==> config.mk <==
export PLATFORM = sky130hd
export DESIGN_NAME = sse_event_framer
export DESIGN_NICKNAME = d
export VERILOG_FILES = /design/src/sv/ssef_pkg.sv /design/src/sv/ssef_front.sv /design/src/sv/ssef_queue.sv /design/src/sv/ssef_back.sv /design/src/sv/sse_event_framer.sv
export SDC_FILE = /design/constraint.sdc
export NUM_CORES = 1
export LEC_CHECK = 0
export BUFFER_PORTS_ARGS = -buffer_cell sky130_fd_sc_hd__buf_2
export CAP_MARGIN = 5
export CORE_AREA = 4 4 160 131
export CTS_BUF_LIST = sky130_fd_sc_hd__clkbuf_8
export CTS_CLUSTER_DIAMETER = 120
export DETAILED_ROUTE_END_ITERATION = 6
export DIE_AREA = 0 0 164 135
export GPL_TIMING_DRIVEN = 0
export HOLD_SLACK_MARGIN = 0.02
export PLACE_DENSITY = 0.73
export SLEW_MARGIN = 10
export SYNTH_ARGS = -nofsm -noshare
export SYNTH_HDL_FRONTEND = slang
export SYNTH_SLANG_ARGS = --single-unit
export TNS_END_PERCENT = 100
==> constraint.sdc <==
create_clock -name clk -period 5.4 [get_ports clk]
set_clock_uncertainty 0.05 [all_clocks]
set_input_delay 0.81 -clock clk [delete_from_list [all_inputs] [get_ports clk]]
set_output_delay 0.81 -clock clk [all_outputs]
set_load 0.05 [all_outputs]
==> src/sv/ssef_pkg.sv <==
// Shared types, codes and text constants of the event framer.
// Used by ssef_front, ssef_queue, ssef_back and sse_event_framer.
package ssef_pkg;

	// Input action codes
	localparam logic [2:0] ACT_ID          = 3'd0;
	localparam logic [2:0] ACT_NAME        = 3'd1;
	localparam logic [2:0] ACT_DATA        = 3'd2;
	localparam logic [2:0] ACT_COMMENT     = 3'd3;
	localparam logic [2:0] ACT_RETRY       = 3'd4;
	localparam logic [2:0] ACT_FIN_EVENT   = 3'd5;
	localparam logic [2:0] ACT_FIN_COMMENT = 3'd6;

	// Prefix selector codes
	localparam logic [2:0] PFX_NONE    = 3'd0;
	localparam logic [2:0] PFX_ID      = 3'd1;
	localparam logic [2:0] PFX_EVENT   = 3'd2;
	localparam logic [2:0] PFX_RETRY   = 3'd3;
	localparam logic [2:0] PFX_DATA    = 3'd4;
	localparam logic [2:0] PFX_COMMENT = 3'd5;

	// Emission phases, bit positions in the phase mask, lowest goes first
	localparam int PH_PFX  = 0;
	localparam int PH_BODY = 1;
	localparam int PH_DIG  = 2;
	localparam int PH_NL   = 3;
	localparam int PH_END  = 4;
	localparam int PH_N    = 5;

	localparam int DIGITS = 10;
	localparam int DIG_W  = 4 * DIGITS;
	localparam int Q_DEPTH = 2;

	localparam logic [7:0] CH_LF    = 8'h0A;
	localparam logic [7:0] CH_CR    = 8'h0D;
	localparam logic [7:0] CH_SPACE = 8'h20;
	localparam logic [7:0] CH_ZERO  = 8'h30;

	// Prefix texts, left aligned in seven byte slots
	localparam logic [55:0] STR_ID      = {"id: ", 24'd0};
	localparam logic [55:0] STR_EVENT   = "event: ";
	localparam logic [55:0] STR_RETRY   = "retry: ";
	localparam logic [55:0] STR_DATA    = {"data: ", 8'd0};
	localparam logic [55:0] STR_COMMENT = {": ", 40'd0};

	typedef struct packed {
		logic [2:0]       pfx_sel;
		logic [PH_N-1:0]  mask;
		logic [7:0]       body;
		logic [DIG_W-1:0] digits;
		logic [3:0]       ndig;
	} cmd_t;

	function automatic logic [55:0] pfx_str(input logic [2:0] sel);
		logic [55:0] s;
		unique case (sel)
			PFX_ID:      s = STR_ID;
			PFX_EVENT:   s = STR_EVENT;
			PFX_RETRY:   s = STR_RETRY;
			PFX_DATA:    s = STR_DATA;
			PFX_COMMENT: s = STR_COMMENT;
			default:     s = '0;
		endcase
		return s;
	endfunction

	// Index of the last prefix byte
	function automatic logic [2:0] pfx_last(input logic [2:0] sel);
		logic [2:0] n;
		unique case (sel)
			PFX_ID:      n = 3'd3;
			PFX_EVENT:   n = 3'd6;
			PFX_RETRY:   n = 3'd6;
			PFX_DATA:    n = 3'd5;
			PFX_COMMENT: n = 3'd1;
			default:     n = 3'd0;
		endcase
		return n;
	endfunction

	function automatic logic [7:0] pfx_char(input logic [2:0] sel, input logic [2:0] idx);
		logic [55:0] s;
		s = pfx_str(sel);
		return s[55 - 8 * idx -: 8];
	endfunction

endpackage

==> src/sv/ssef_front.sv <==
// Front end: accepts actions, tracks line state, converts retry values to
// decimal and pushes emission commands. Depends on ssef_pkg.
module ssef_front #(
	parameter int VAL_BITS = 32
) (
	input  logic              clk,
	input  logic              arst_n,
	input  logic              in_valid,
	output logic              in_ready,
	input  logic [2:0]        action,
	input  logic [7:0]        text_byte,
	input  logic              field_first,
	input  logic              field_last,
	input  logic [31:0]       retry_ms,
	input  logic              q_full,
	output logic              push,
	output ssef_pkg::cmd_t    push_cmd
);

	localparam int CNT_W = $clog2(VAL_BITS + 1);

	logic                        at_line_start_q;
	logic                        after_cr_q;
	logic                        busy_q;
	logic [CNT_W-1:0]            cnt_q;
	logic [VAL_BITS-1:0]         bin_q;
	logic [ssef_pkg::DIG_W-1:0]  bcd_q;
	logic [ssef_pkg::DIG_W-1:0]  bcd_adj;
	logic [3:0]                  ndig;
	logic                        accept;
	logic                        acc_push;
	logic                        is_crlf;
	logic                        retry_done;
	ssef_pkg::cmd_t              acc_cmd;
	ssef_pkg::cmd_t              retry_cmd;

	assign in_ready   = !busy_q && !q_full;
	assign accept     = in_valid && in_ready;
	assign is_crlf    = (text_byte == ssef_pkg::CH_CR) || (text_byte == ssef_pkg::CH_LF);
	assign retry_done = busy_q && (cnt_q == '0);

	// add 3 to each digit of 5 or more before the shift
	always_comb begin
		logic [3:0] d;
		d = '0;
		bcd_adj = '0;
		for (int k = 0; k < ssef_pkg::DIGITS; k++) begin
			d = bcd_q[4*k +: 4];
			bcd_adj[4*k +: 4] = (d >= 4'd5) ? d + 4'd3 : d;
		end
	end

	// count of significant digits, at least one
	always_comb begin
		ndig = 4'd1;
		for (int k = 1; k < ssef_pkg::DIGITS; k++) begin
			if (bcd_q[4*k +: 4] != 4'd0) begin
				ndig = 4'(k + 1);
			end
		end
	end

	always_comb begin
		retry_cmd = '0;
		retry_cmd.pfx_sel = ssef_pkg::PFX_RETRY;
		retry_cmd.mask[ssef_pkg::PH_PFX] = 1'b1;
		retry_cmd.mask[ssef_pkg::PH_DIG] = 1'b1;
		retry_cmd.mask[ssef_pkg::PH_NL]  = 1'b1;
		retry_cmd.digits = bcd_q;
		retry_cmd.ndig = ndig;
	end

	always_comb begin
		acc_cmd = '0;
		acc_cmd.ndig = 4'd1;
		unique case (action)
			ssef_pkg::ACT_ID, ssef_pkg::ACT_NAME: begin
				acc_cmd.pfx_sel = !field_first ? ssef_pkg::PFX_NONE :
				                  (action == ssef_pkg::ACT_ID) ? ssef_pkg::PFX_ID :
				                  ssef_pkg::PFX_EVENT;
				acc_cmd.mask[ssef_pkg::PH_PFX]  = field_first;
				acc_cmd.mask[ssef_pkg::PH_BODY] = (text_byte != 8'd0);
				acc_cmd.mask[ssef_pkg::PH_NL]   = field_last;
				acc_cmd.body = is_crlf ? ssef_pkg::CH_SPACE : text_byte;
			end
			ssef_pkg::ACT_DATA, ssef_pkg::ACT_COMMENT: begin
				acc_cmd.pfx_sel = (action == ssef_pkg::ACT_DATA) ? ssef_pkg::PFX_DATA :
				                  ssef_pkg::PFX_COMMENT;
				// drop the LF of a CRLF pair
				if (!(after_cr_q && text_byte == ssef_pkg::CH_LF)) begin
					acc_cmd.mask[ssef_pkg::PH_PFX]  = at_line_start_q;
					acc_cmd.mask[ssef_pkg::PH_BODY] = 1'b1;
				end
				acc_cmd.body = is_crlf ? ssef_pkg::CH_LF : text_byte;
			end
			ssef_pkg::ACT_FIN_EVENT, ssef_pkg::ACT_FIN_COMMENT: begin
				acc_cmd.pfx_sel = (action == ssef_pkg::ACT_FIN_EVENT) ? ssef_pkg::PFX_DATA :
				                  ssef_pkg::PFX_COMMENT;
				acc_cmd.mask[ssef_pkg::PH_PFX] = at_line_start_q;
				acc_cmd.mask[ssef_pkg::PH_NL]  = 1'b1;
				acc_cmd.mask[ssef_pkg::PH_END] = 1'b1;
			end
			default: begin
				// retry goes through the converter, unused code does nothing
			end
		endcase
	end

	assign acc_push = (acc_cmd.mask != '0);
	assign push     = retry_done ? !q_full : (accept && acc_push);
	assign push_cmd = retry_done ? retry_cmd : acc_cmd;

	always_ff @(posedge clk or negedge arst_n) begin
		if (!arst_n) begin
			at_line_start_q <= 1'b1;
			after_cr_q <= 1'b0;
			busy_q <= 1'b0;
			cnt_q <= '0;
		end else begin
			if (accept) begin
				unique case (action)
					ssef_pkg::ACT_DATA, ssef_pkg::ACT_COMMENT: begin
						if (after_cr_q && text_byte == ssef_pkg::CH_LF) begin
							after_cr_q <= 1'b0;
						end else begin
							after_cr_q <= (text_byte == ssef_pkg::CH_CR);
							at_line_start_q <= is_crlf;
						end
					end
					ssef_pkg::ACT_FIN_EVENT, ssef_pkg::ACT_FIN_COMMENT: begin
						at_line_start_q <= 1'b1;
						after_cr_q <= 1'b0;
					end
					ssef_pkg::ACT_RETRY: begin
						busy_q <= 1'b1;
						cnt_q <= CNT_W'(VAL_BITS);
					end
					default: begin
					end
				endcase
			end else if (busy_q && cnt_q != '0) begin
				cnt_q <= cnt_q - 1'b1;
			end else if (retry_done && !q_full) begin
				busy_q <= 1'b0;
			end
		end
	end

	// conversion datapath, one binary bit shifted in per cycle
	always_ff @(posedge clk) begin
		if (accept && action == ssef_pkg::ACT_RETRY) begin
			bin_q <= retry_ms[VAL_BITS-1:0];
			bcd_q <= '0;
		end else if (busy_q && cnt_q != '0) begin
			bcd_q <= {bcd_adj[ssef_pkg::DIG_W-2:0], bin_q[VAL_BITS-1]};
			bin_q <= {bin_q[VAL_BITS-2:0], 1'b0};
		end
	end

endmodule

==> src/sv/ssef_queue.sv <==
// Short command queue between front and back end.
// Depends on ssef_pkg for the command type and depth.
module ssef_queue (
	input  logic              clk,
	input  logic              arst_n,
	input  logic              push,
	input  ssef_pkg::cmd_t    push_cmd,
	input  logic              pop,
	output logic              full,
	output logic              not_empty,
	output ssef_pkg::cmd_t    head
);

	localparam int PTR_W = $clog2(ssef_pkg::Q_DEPTH);
	localparam int CNT_W = $clog2(ssef_pkg::Q_DEPTH + 1);

	ssef_pkg::cmd_t    mem_q [ssef_pkg::Q_DEPTH];
	logic [PTR_W-1:0]  wr_ptr_q;
	logic [PTR_W-1:0]  rd_ptr_q;
	logic [CNT_W-1:0]  cnt_q;

	assign full      = (cnt_q == CNT_W'(ssef_pkg::Q_DEPTH));
	assign not_empty = (cnt_q != '0);
	assign head      = mem_q[rd_ptr_q];

	always_ff @(posedge clk) begin
		if (push) begin
			mem_q[wr_ptr_q] <= push_cmd;
		end
	end

	always_ff @(posedge clk or negedge arst_n) begin
		if (!arst_n) begin
			wr_ptr_q <= '0;
			rd_ptr_q <= '0;
			cnt_q <= '0;
		end else begin
			if (push) begin
				wr_ptr_q <= wr_ptr_q + 1'b1;
			end
			if (pop) begin
				rd_ptr_q <= rd_ptr_q + 1'b1;
			end
			if (push && !pop) begin
				cnt_q <= cnt_q + 1'b1;
			end else if (pop && !push) begin
				cnt_q <= cnt_q - 1'b1;
			end
		end
	end

endmodule

==> src/sv/ssef_back.sv <==
// Back end: walks the phases of the head command and emits one byte per
// cycle into the output register while the receiver takes them. Depends on ssef_pkg.
module ssef_back (
	input  logic              clk,
	input  logic              arst_n,
	input  logic              head_valid,
	input  ssef_pkg::cmd_t    head,
	output logic              pop,
	output logic              m_tvalid,
	input  logic              m_tready,
	output logic [7:0]        m_tdata,
	output logic [0:0]        m_tuser,
	output logic              m_tlast
);

	logic                        active_q;
	logic [ssef_pkg::PH_N-1:0]   mask_q;
	logic [3:0]                  idx_q;
	logic [ssef_pkg::PH_N-1:0]   cur_mask;
	logic [ssef_pkg::PH_N-1:0]   low;
	logic [ssef_pkg::PH_N-1:0]   nxt_mask;
	logic [ssef_pkg::PH_N-1:0]   nxt_low;
	logic [3:0]                  cur_idx;
	logic [3:0]                  nxt_idx;
	logic [3:0]                  first_dig;
	logic [3:0]                  dig;
	logic                        done_ph;
	logic                        issue;
	logic [7:0]                  byte_nxt;

	assign first_dig = head.ndig - 4'd1;
	assign cur_mask  = active_q ? mask_q : head.mask;
	assign low       = cur_mask & (~cur_mask + 1'b1);
	assign cur_idx   = active_q ? idx_q : (low[ssef_pkg::PH_DIG] ? first_dig : 4'd0);
	assign dig       = head.digits[4*cur_idx +: 4];

	always_comb begin
		priority if (low[ssef_pkg::PH_PFX]) begin
			byte_nxt = ssef_pkg::pfx_char(head.pfx_sel, cur_idx[2:0]);
			done_ph  = (cur_idx[2:0] == ssef_pkg::pfx_last(head.pfx_sel));
		end else if (low[ssef_pkg::PH_BODY]) begin
			byte_nxt = head.body;
			done_ph  = 1'b1;
		end else if (low[ssef_pkg::PH_DIG]) begin
			byte_nxt = ssef_pkg::CH_ZERO + {4'd0, dig};
			done_ph  = (cur_idx == 4'd0);
		end else begin
			byte_nxt = ssef_pkg::CH_LF;
			done_ph  = 1'b1;
		end
	end

	assign nxt_mask = done_ph ? (cur_mask & ~low) : cur_mask;
	assign nxt_low  = nxt_mask & (~nxt_mask + 1'b1);

	always_comb begin
		if (!done_ph) begin
			nxt_idx = low[ssef_pkg::PH_PFX] ? cur_idx + 4'd1 : cur_idx - 4'd1;
		end else begin
			nxt_idx = nxt_low[ssef_pkg::PH_DIG] ? first_dig : 4'd0;
		end
	end

	assign issue = head_valid && (!m_tvalid || m_tready);
	assign pop   = issue && (nxt_mask == '0);

	always_ff @(posedge clk or negedge arst_n) begin
		if (!arst_n) begin
			active_q <= 1'b0;
			m_tvalid <= 1'b0;
		end else begin
			if (issue) begin
				active_q <= (nxt_mask != '0);
				m_tvalid <= 1'b1;
			end else if (m_tready) begin
				m_tvalid <= 1'b0;
			end
		end
	end

	always_ff @(posedge clk) begin
		if (issue) begin
			mask_q  <= nxt_mask;
			idx_q   <= nxt_idx;
			m_tdata <= byte_nxt;
			m_tlast <= (nxt_mask == '0);
			m_tuser <= low[ssef_pkg::PH_END];
		end
	end

endmodule

==> src/sv/sse_event_framer.sv <==
// Top level of the event stream framer: front end, command queue, back end.
// Depends on ssef_pkg, ssef_front, ssef_queue and ssef_back.
//
// Encodes event-stream fields into wire text, one output byte per transaction.
// Each input transaction carries an action in s_tuser[2:0]: id byte, event name
// byte, data byte, comment byte, retry value, finish event or finish comment.
// Id and name bytes get "id: " / "event: " before the byte flagged first
// (s_tuser[3]) and a newline after the byte flagged last (s_tlast); NUL is
// dropped and CR or LF turns into a space. Data and comment bytes are split into
// lines ("data: " or ": " sent before each line's first byte), with CRLF and a
// lone CR turned into LF. A finish closes the open line, or sends an empty
// prefixed line, and then the blank line, whose byte carries m_tuser = 1.
// m_tlast marks the final byte produced by one input transaction. An input
// that produces no bytes (dropped NUL, LF of a CRLF pair, unused action code)
// leaves nothing on the output. Timing: the front end takes one transaction
// per cycle while the two-entry command queue has room; a retry holds the
// input while its value passes through the decimal converter, one binary bit
// per cycle, and until its command is pushed. The back end sends one byte per
// cycle while the receiver takes them; an item has 1 to 18 bytes, and that
// output rate sets the sustained throughput. The retry value is taken from
// the low RETRY_BITS bits of its field. Fields must be given in id, event,
// retry, data order; the block does not reorder them.
module sse_event_framer #(
	parameter int RETRY_BITS = 32
) (
	input  logic        clk,
	input  logic        arst_n,
	input  logic        s_tvalid,
	output logic        s_tready,
	input  logic [39:0] s_tdata,   // text_byte[7:0], retry_ms[39:8]
	input  logic [3:0]  s_tuser,   // action[2:0], field_first[3]
	input  logic        s_tlast,   // field_last
	output logic        m_tvalid,
	input  logic        m_tready,
	output logic [7:0]  m_tdata,   // out_byte[7:0]
	output logic [0:0]  m_tuser,   // message_end[0]
	output logic        m_tlast    // run_last
);

	// the field is 32 bits wide, so wider settings change nothing
	localparam int VAL_BITS = (RETRY_BITS < 32) ? RETRY_BITS : 32;

	logic            q_full;
	logic            q_not_empty;
	logic            push;
	logic            pop;
	ssef_pkg::cmd_t  push_cmd;
	ssef_pkg::cmd_t  head;

	// classify and convert, hold input while converting or queue is full
	ssef_front #(
		.VAL_BITS(VAL_BITS)
	) u_front (
		.clk        (clk),
		.arst_n     (arst_n),
		.in_valid   (s_tvalid),
		.in_ready   (s_tready),
		.action     (s_tuser[2:0]),
		.text_byte  (s_tdata[7:0]),
		.field_first(s_tuser[3]),
		.field_last (s_tlast),
		.retry_ms   (s_tdata[39:8]),
		.q_full     (q_full),
		.push       (push),
		.push_cmd   (push_cmd)
	);

	// decouple the two ends so each can stall on its own
	ssef_queue u_queue (
		.clk      (clk),
		.arst_n   (arst_n),
		.push     (push),
		.push_cmd (push_cmd),
		.pop      (pop),
		.full     (q_full),
		.not_empty(q_not_empty),
		.head     (head)
	);

	// emit bytes of the head command, advance on each output slot
	ssef_back u_back (
		.clk       (clk),
		.arst_n    (arst_n),
		.head_valid(q_not_empty),
		.head      (head),
		.pop       (pop),
		.m_tvalid  (m_tvalid),
		.m_tready  (m_tready),
		.m_tdata   (m_tdata),
		.m_tuser   (m_tuser),
		.m_tlast   (m_tlast)
	);

endmodule

==> key figures <==
Worst setup path
  – Worst Setup EP: u_back.m_tdata[0]$_DFFE_PP_
  – Critical path's top delay family: buffers and inverters
  – CP startpoint: u_queue.rd_ptr_q$_DFFE_PN0P_
  – Buffers plus inverters on the worst setup path: 7
  – CP max FO: 28
  – Crit-path slowest cell: ha_1
  – R2R Path End: u_back.m_tdata[0]$_DFFE_PP_
  – R2R depth: 15
  – Nature of the critical path startpoint: register
  – Crit path largest cell delay: 0.62 ns
  – Reg-to-reg setup timing slack: 0.36 ns
  – Worst path depth: 15
  – Worst setup path category: reg2reg
  – Critical path arrival: 5.23 ns
  – CP Cell Sequence: buf_6, clkbuf_2, buf_2, mux2i_1, ha_1, o21a_1, buf_2, clkinv_1, buf_1, ha_1, clkbuf_1, nor3_1, o21ai_0, o21a_1, o221ai_1
  – Worst Path Required: 5.60 ns
  – Worst r2r src: u_queue.rd_ptr_q$_DFFE_PN0P_
  – Critical path endpoint category: register

Floorplanning
  – Die W: 164 um
  – Row count: 46
  – Die Ht: 135 um
  – DIE AREA: 0.0221 sq mm
  – Core Area: 0.0195 sq mm
  – Starting Density: 0.572
  – I/O pin count: 61

Timing
  – Part of the cycle the worst path needs: 0.933
  – Fmax: 199 MHz
  – Worst Max-Slew Pin Slew: 0.959 ns
  – Rel. slew slack: 0.361
  – RSZ-0062 raised after global routing: false
  – Finish-stage setup viols: 0
  – Setup TNS: 0 ns
  – Pins Over Slew Limit: 0
  – Fin. Hold Viols: 0
  – Min cycle time layout: 5.04 ns

Cells and area
  – Fin util: 0.646
  – Final nets: 1241
  – Sequential cell area: 0.00631 sq mm
  – Diodes inserted: 0
  – FILL cells: 1608
  – Multi-input logic area: 0.00448 sq mm
  – Synth-to-layout area growth: 12.9%
  – Share of cells above drive strength 1: 0.122
  – Finished Layout Cells: 1457

Yosys
  – Cell variety after synth: 77
  – Mean post-synth cell area: 10.5 sq um
  – Syn_nets: 1141
  – Post-synth ARST share: 0.0664
  – Cells after Synth: 1064
  – Seq cells post-synth: 226
  – Synth warn: 0
  – Ys flop type: edfxtp_1
  – Register area share after synthesis: 0.567
  – Synthesized cell area: 0.0111 sq mm
  – Post-synth EDFFs: 171

Flow run
  – Max Cap Viol: 0

Clock network
  – Clk sinks: 226
  – Hold-fix buffers at CTS: 0
  – Clk pin slew, worst setup/hold paths: 0.06 ns
  – CTS tree: done
  – Clk_lat worst skew: 0.55 ns
  – Post-CTS setup buffers: 0
  – H-tree level count: 2
  – Num CTS Buffers: 37
  – Root Buffer: clkbuf_8
  – Clock buffer depth: 3

Placed design
  – Final HPWL DP: 19400 um
  – RePlAce Congestion: 0.921
  – IO Port Bufs: 60
  – Placed cell count: 1392

Run status
  – Status: finished, violations left
  – Failing checks: design-rule violations

Routing
  – DRT antenna net count: 0
  – Iter 0 DRT Violations: 891
  – Total number of vias: 8665
  – 1st-pass router iterations: 7
  – Avg WL per Cell: 18.7 um
  – Via density: 5.95
  – DRC viols: 2
  – WL final: 27200 um

Global route
  – Grt ovf: 0
  – Initial antenna violation count: 0
  – Vias in the first global route: 8086
  – First-pass GRT wire length: 43000 um
  – Pin count of the biggest net entering global routing: 61
  – Global-route usage over all layers: 0.248

Power and ir drop
  – Net Sw Frac: 0.377
  – Sequential power share: 0.369
  – Total Power: 5.56 mW
  – Internal Power: 3.47 mW
  – Max IR drop VDD: 0.312 mV
  – Logic pwr share: 0.373
  – Clk pwr share: 0.258
  – Leakage: 4.97 nW
  – Psw: 2.09 mW
  – PwrDens: 442 mW/mm^2

Hold path
  – Hold Path Class: in2async
[kinds of logic (layout without fill, tap and decap cells)]
family / count (synthesis) / in the layout / synth area share
muxes: 40 / 40 / 0.0424
and+or+nand+nor: 415 / 415 / 0.172
adders and majority gates: 28 / 28 / 0.0322
xor gates and xnor gates: 25 / 25 / 0.0197
buffers and inverters: 87 / 216 / 0.0317
AOI/OAI and AO/OA: 243 / 243 / 0.135
DFF: 226 / 226 / 0.567
[cells in the final DEF (no fill, tap or decap), drive strengths merged, types with 5 or more instances in the layout]
master | synthesis | routed
mux2 | 7 | 7
o21a | 10 | 10
ha | 27 | 27
a21oi | 64 | 64
buf | 12 | 76
mux2i | 29 | 29
and2 | 11 | 11
clkbuf | 39 | 74
nand2 | 176 | 176
xnor2 | 17 | 17
dfxtp | 40 | 40
nor3 | 19 | 19
nor4 | 6 | 6
xor2 | 8 | 8
nor3b | 14 | 14
edfxtp | 171 | 171
nand3 | 34 | 34
inv | 34 | 55
a2111oi | 5 | 5
a31oi | 16 | 16
o21ai | 69 | 69
or3 | 6 | 6
o22ai | 30 | 30
clkinv | 2 | 8
dfrtp | 14 | 14
nor2 | 88 | 88
nand2b | 11 | 11
and3 | 31 | 31
[metrics by stage]
step / cell area [sq um] / worst slack (ns) / hold slack (ns)
6_report: 12600 / 0.364 / 0.137
5_1_grt: 12600 / 0.0828 / 0.140
4_1_cts: 12600 / 0.252 / 0.134
3_5_place_dp: 11900 / -1.18 / 0.425
3_3_place_gp: 11800 / -1.44 / 0.420
2_1_floorplan: 11100 / 0.232 / 0.368
[Yosys cell counts (4+ instances only)]
library cell / instances / area share
a2111oi_0: 5 / 0.0039
a211oi_1: 4 / 0.0027
a21oi_1: 64 / 0.029
a31oi_1: 16 / 0.0090
and2_1: 11 / 0.0062
and3_1: 31 / 0.017
buf_2: 6 / 0.0027
clkbuf_1: 39 / 0.013
dfrtp_1: 14 / 0.031
dfxtp_1: 40 / 0.072
edfxtp_1: 171 / 0.46
ha_1: 27 / 0.030
inv_1: 32 / 0.011
mux2_2: 7 / 0.0071
mux2i_1: 28 / 0.025
mux4_2: 4 / 0.0081
nand2_1: 176 / 0.059
nand2b_1: 11 / 0.0062
nand3_1: 34 / 0.015
nand4_1: 4 / 0.0022
nor2_1: 88 / 0.030
nor3_1: 19 / 0.0085
nor3b_1: 14 / 0.0094
nor4_1: 6 / 0.0034
o211ai_1: 4 / 0.0027
o21a_1: 10 / 0.0067
o21ai_0: 66 / 0.030
o22ai_1: 30 / 0.017
or3_1: 5 / 0.0028
xnor2_1: 17 / 0.013
xor2_1: 8 / 0.0063
[worst min-delay path by stage]
stage | to | slack [ns] | depth (start not counted)
floorplan | u_front.bcd_q[0]$_SDFFE_PP0P_ | 0.37 | 2
global placement | u_queue.wr_ptr_q$_DFFE_PN0P_ | 0.42 | 1
detailed placement | u_queue.cnt_q[1]$_DFFE_PN0P_ | 0.43 | 1
CTS | u_queue.cnt_q[1]$_DFFE_PN0P_ | 0.13 | 1
global route | u_queue.cnt_q[1]$_DFFE_PN0P_ | 0.14 | 1
finish | u_front.cnt_q[3]$_DFFE_PN0P_ | 0.14 | 1
[state kept, by name, indices dropped and copies added (netlist names), 2 cells and up]
register,count
u_back.idx_q,4
u_back.m_tdata,8
u_back.mask_q,5
u_front.bcd_q,40
u_front.bin_q,32
u_front.cnt_q,6
u_queue.cnt_q,2
u_queue.mem_q,120
[area by class of cell]
cell class                 count  share of cell area
sequential                   226               0.502
multi-input combinational    751               0.356
clock inverter                30              0.0146
inverter                      36              0.0108
clock buffer                  38              0.0416
buffer                        48              0.0167
tap                          264              0.0263
timing repair buffer          64              0.0311
[per-layer routing]
layer	share of wire	wire length (um)	GRT usage	vias up
li1	-	-	-	4126
met1	0.46	12500	0.377	4137
met2	0.45	12200	0.370	365
met3	0.078	2120	0.0452	37
met4	0.017	459	0.0638	0
met5	0	0	0	-
[worst register-to-register path, stage by stage (launching register included)]
cell      delay, ns
dfrtp_1        0.38
buf_6          0.29
clkbuf_2       0.39
buf_2          0.38
mux2i_1        0.14
ha_1           0.34
o21a_1         0.15
buf_2          0.19
clkinv_1       0.28
buf_1          0.38
ha_1           0.63
clkbuf_1       0.37
nor3_1         0.10
o21ai_0        0.35
o21a_1         0.19
o221ai_1       0.15
[power groups by stage]
stage / clock network [mW] / registers [mW] / logic, mW
3_5_place_dp: 0 / 2.09 / 2.03
3_3_place_gp: 0 / 2.09 / 2.01
4_1_cts: 1.45 / 2.05 / 2.03
2_1_floorplan: 0 / 2.24 / 1.33
5_1_grt: 1.54 / 2.06 / 2.23
6_report: 1.43 / 2.05 / 2.08
[repair_timing]
action,in CTS,in global routing
endpoints found under the setup margin,16,1
gates resized for setup,2,0
pin swaps,0,0
Note: power is estimated with default switching activity, not from simulation.
